`config.mk`:
```
export PLATFORM = sky130hd
export DESIGN_NAME = mfilt_match
export DESIGN_NICKNAME = d
export VERILOG_FILES = /design/src/design/mfilt_pkg.sv /design/src/design/mfilt_match.sv
export SDC_FILE = /design/constraint.sdc
export NUM_CORES = 1
export LEC_CHECK = 0
export BUFFER_PORTS_ARGS = -buffer_cell sky130_fd_sc_hd__buf_2
export CAP_MARGIN = 30
export CORE_MARGIN = 2
export CORE_UTILIZATION = 41
export DETAILED_ROUTE_END_ITERATION = 6
export PLACE_DENSITY = 0.92
export SYNTH_ARGS = -nofsm -noshare
export SYNTH_HDL_FRONTEND = slang
export SYNTH_SLANG_ARGS = --single-unit
```
`constraint.sdc`:
```
create_clock -name vclk -period 4.55
set_input_delay 0.6825 -clock vclk [all_inputs]
set_output_delay 0.6825 -clock vclk [all_outputs]
set_load 0.02 [all_outputs]
```
`src/design/mfilt_pkg.sv`:
```
// shared types, constants and helpers for the masked ip filter table
`default_nettype none

package mfilt_pkg;

    // table size default
    localparam int MAX_ENTRIES_DEF = 1024;

    // payload widths
    localparam int OP_W      = 2;
    localparam int ADDR_W    = 32;
    localparam int OCTETS    = 4;
    localparam int STATUS_W  = 2;
    localparam int SLOT_W    = 10;

    // apb port widths
    localparam int APB_ADDR_W = 3;
    localparam int APB_DATA_W = 32;
    localparam int REG_IDX_W  = 1;

    // operation codes
    localparam logic [OP_W-1:0] OP_CHECK  = 2'd0;
    localparam logic [OP_W-1:0] OP_ADD    = 2'd1;
    localparam logic [OP_W-1:0] OP_REMOVE = 2'd2;

    // status codes
    localparam logic [STATUS_W-1:0] ST_DONE      = 2'd0;
    localparam logic [STATUS_W-1:0] ST_FULL      = 2'd1;
    localparam logic [STATUS_W-1:0] ST_NOT_FOUND = 2'd2;

    // register indexes
    localparam logic [REG_IDX_W-1:0] REG_FILTER_BAN = 1'b0;

    // one stored filter: octet mask kept as four bits
    typedef struct packed {
        logic              valid;
        logic [OCTETS-1:0] given;
        logic [ADDR_W-1:0] compare;
    } entry_t;

    // request presented to the shared compare unit
    typedef struct packed {
        logic [OP_W-1:0]   op;
        logic [ADDR_W-1:0] address;
        logic [OCTETS-1:0] given;
        logic [ADDR_W-1:0] compare;
    } match_req_t;

    // expand octet flags into a byte mask
    function automatic logic [ADDR_W-1:0] octet_mask(input logic [OCTETS-1:0] given);
        logic [ADDR_W-1:0] m;
        m = '0;
        for (int k = 0; k < OCTETS; k++) begin
            m[k*8 +: 8] = {8{given[k]}};
        end
        return m;
    endfunction

endpackage

`default_nettype wire

```
`src/design/mfilt_match.sv`:
```
// shared compare unit, one stored entry against the current request
`default_nettype none

module mfilt_match (
    input  wire mfilt_pkg::match_req_t mreq,
    input  wire mfilt_pkg::entry_t     entry,
    output logic                       hit
);
    import mfilt_pkg::*;

    logic [ADDR_W-1:0] lhs;
    logic              eq;

    // one 32-bit comparator serves both check and remove
    always_comb
    begin
        if (mreq.op == OP_CHECK)
        begin
            lhs = mreq.address & octet_mask(entry.given);
        end
        else
        begin
            lhs = mreq.compare;
        end
        eq = (lhs == entry.compare);
    end

    // per-operation match rule
    always_comb
    begin
        case (mreq.op)
            OP_CHECK:  hit = entry.valid && eq;
            OP_ADD:    hit = !entry.valid;
            OP_REMOVE: hit = entry.valid && eq && (mreq.given == entry.given);
            default:   hit = 1'b0;
        endcase
    end

endmodule

`default_nettype wire

```
==> summary.txt <==
Outcome
  • Outcome: complete, no violations

Logic synthesis
  • Most frequent cells after synthesis: 22 x o21a_1, 20 x xnor2_1, 19 x a31oi_1, 11 x o21ai_0
  • Area fraction of the dominant cell type after synthesis: 16.1%
  • Syn_area_per_cell: about 7.5 sq um
  • Post-synth cell types: 32
  • Fraction of synthesized cell area in xor and xnor cells: 21.0%
  • Cell area after synthesis: 1090 sq um
  • Post-Synthesis Cells: 144
  • Synth area leaders: xnor2_1 16%, o21a_1 15%, a31oi_1 11%, buf_6 6.2%, nand4bb_1 5.2%
  • Ys Warns: 0
  • Post-synthesis compound-gate area fraction: 42.4%
  • Sequential share of the synthesized area: 0%
  • Biggest area consumer among synthesized cells: xnor2_1
  • Mapped Nets: 251
  • Post-Synth Adder-Cell Area: 0%
  • Simple-gate area share of the yosys netlist: about a quarter
  • Count leader, synth: o21a_1
  • Multiplexer share of the synthesized area: 0%
  • Largest family of logic cells by synthesized area: compound AO/OA/AOI/OAI gates

Routing
  • Final ANT Viol Nets: 0
  • DRT iter0 DRCs: 67
  • Total Wirelength: around 3600 microns
  • Routed length per instance: roughly 14 microns
  • DRC: 0
  • Vias/cell: 5.66
  • Pre-Repair DR Iteration Count: 4
  • Via count: around 1500

STA
  • Final Hold Slack: 1.69 ns
  • Slew Limit Fails: 0
  • Max_slew headroom: 46.1%
  • RSZ-0062 raised after global routing: no
  • Slew @ Worst Pin: ~0.8 ns
  • Final hold viol count: 0
  • Period utilization: 78.8%
  • Final setup fails: 0
  • Min Tclk post-route: between 3 and 4 ns
  • TNS Setup: 0 ns
  • Final worst slack: 0.966 ns
  • Fmax: 0.279 GHz

Final layout
  • Fill cells: 258
  • Post-route insts no fill: roughly 270
  • Area of the multi-input gates: 975 sq um
  • Area growth, synth to finish: 43.0%
  • Seq cells: 0
  • Core Util, Final: 62.1%
  • Final #Nets: 346
  • Register area: 0 sq um
  • Ant. Diodes: 0
  • Share of cells above drive strength 1: between 40% and 50%
  • Clock buffers: 0

Critical path
  • CP Capture Type: primary output
  • Worst Path Arrival: 2.90 ns
  • Data required time of the worst path: 3.87 ns
  • Crit start category: input pin
  • Crit-path max FO: 45
  • Crit path kind: input pin to primary output

Clock network
  • Setup Fix Bufs, Post-CTS: 0
  • Post-CTS sizing: 0
  • Hold buffers post-CTS: 0

Floorplanning
  • Site Rows: 18
  • Initial core utilization: 43.4%
  • Die Wd: 55.5 microns
  • Die height: about 55 microns
  • Total die area: 3080 sq um
  • I/O pins: 108
  • Core ar.: about 2500 sq um

Place
  • Placed Cells: 267
  • Count of input and output buffers: 108
  • HPWL Detailed: 2900 microns
  • Dpl ws: 0.978 ns
  • Placer congestion estimate: between 0.8 and 0.9

Global route
  • Number of global-route vias before repair: 1376
  • Gr ovfl total: 0
  • Pin count of the biggest net entering global routing: 46
  • Initial antenna violation count: 0
  • First-pass GRT wire length: about 5900 microns
  • Global-route total usage across every layer: 22.5%

Power
  • Clock network power share: 0%
  • Pwr per Cell Area: between 90 and 100 nW/um^2
  • NetSw: roughly 0.000065 W
  • Peak supply drop: 0.0582 mV
  • Leakage: 0.699 nW
  • Int Pwr: ~0.000077 W
  • Logic pwr share: 100.0%
  • Sequential share of power: 0%
  • Net Sw Frac: 45.7%

Hold path
  • Hold wc startpoint: entry[36]
  • WHS Endpoint: hit
  • Hold Path Depth: 3
  • Min-delay worst type: input pin to primary output

Flow run
  • Max Cap Viol: 0
[power by group through the flow]
stage	Sequential (W)	Combinational [W]	Clock (W)
after floorplan	0	0.0000880	0
after global placement	0	0.000138	0
after detailed placement	0	0.000140	0
after CTS	0	0.000141	0
after global routing	0	0.000156	0
final	0	0.000141	0
[how the worst max path moves through the flow]
stage                          from  endpoint  slack, ns  cells after the start
after floorplan           entry[33]       hit       1.74                      7
after global placement     mreq[68]       hit       1.06                      8
after detailed placement   mreq[68]       hit       0.98                      8
after CTS                  mreq[68]       hit       0.97                      8
after global routing       mreq[68]       hit       0.64                      8
final                      mreq[68]       hit       0.97                      8
[final cells by class]
class | instances | share of cell area [%]
repair buffers | 108 | 34.8
multi-input cells | 129 | 62.8
well taps | 30 | 2.42
[critical path: stages]
cell     delay, ns
buf_2         0.32
nor2_2        0.73
o21ai_0       0.24
xnor2_1       0.17
nor4_1        0.28
nand3_1       0.15
o22ai_2       0.12
buf_2         0.18
[metal layers]
metal  track usage, %  up-vias  share of wire, %
met1             29.4      684                41
li1                 -      756                 -
met4             3.14        0              0.82
met5                0        -                 0
met3             2.11        4               7.7
met2             40.5       66                51
[stage by stage]
step	total power, W	area, sq um
after floorplan	0.0000880	1090
final	0.000141	1550
after global placement	0.000138	1550
after detailed placement	0.000140	1550
after global routing	0.000156	1550
after CTS	0.000141	1550
[cell usage in the layout (no fill, tap or decap), types with 2 or more instances in the layout]
master       n
o21a_1      22
nand3_1      6
nor4b_1      2
and4_1       2
and3_1       2
a22oi_1      2
or3_1        3
buf_2      108
xnor2_1     20
a211o_1      4
and4bb_2     2
nand4bb_1    5
nor4_2       3
nor4_1       2
xor2_1       6
a21oi_1      6
nor4bb_1     2
a31oi_1     19
o21ai_0     11
[cell families after synthesis]
family,count (synthesis)
AND/OR/NAND/NOR,34
XOR/XNOR,26
AO/OA/AOI/OAI,69
buffers and inverters,15
Power figures use the tool's default switching activity.
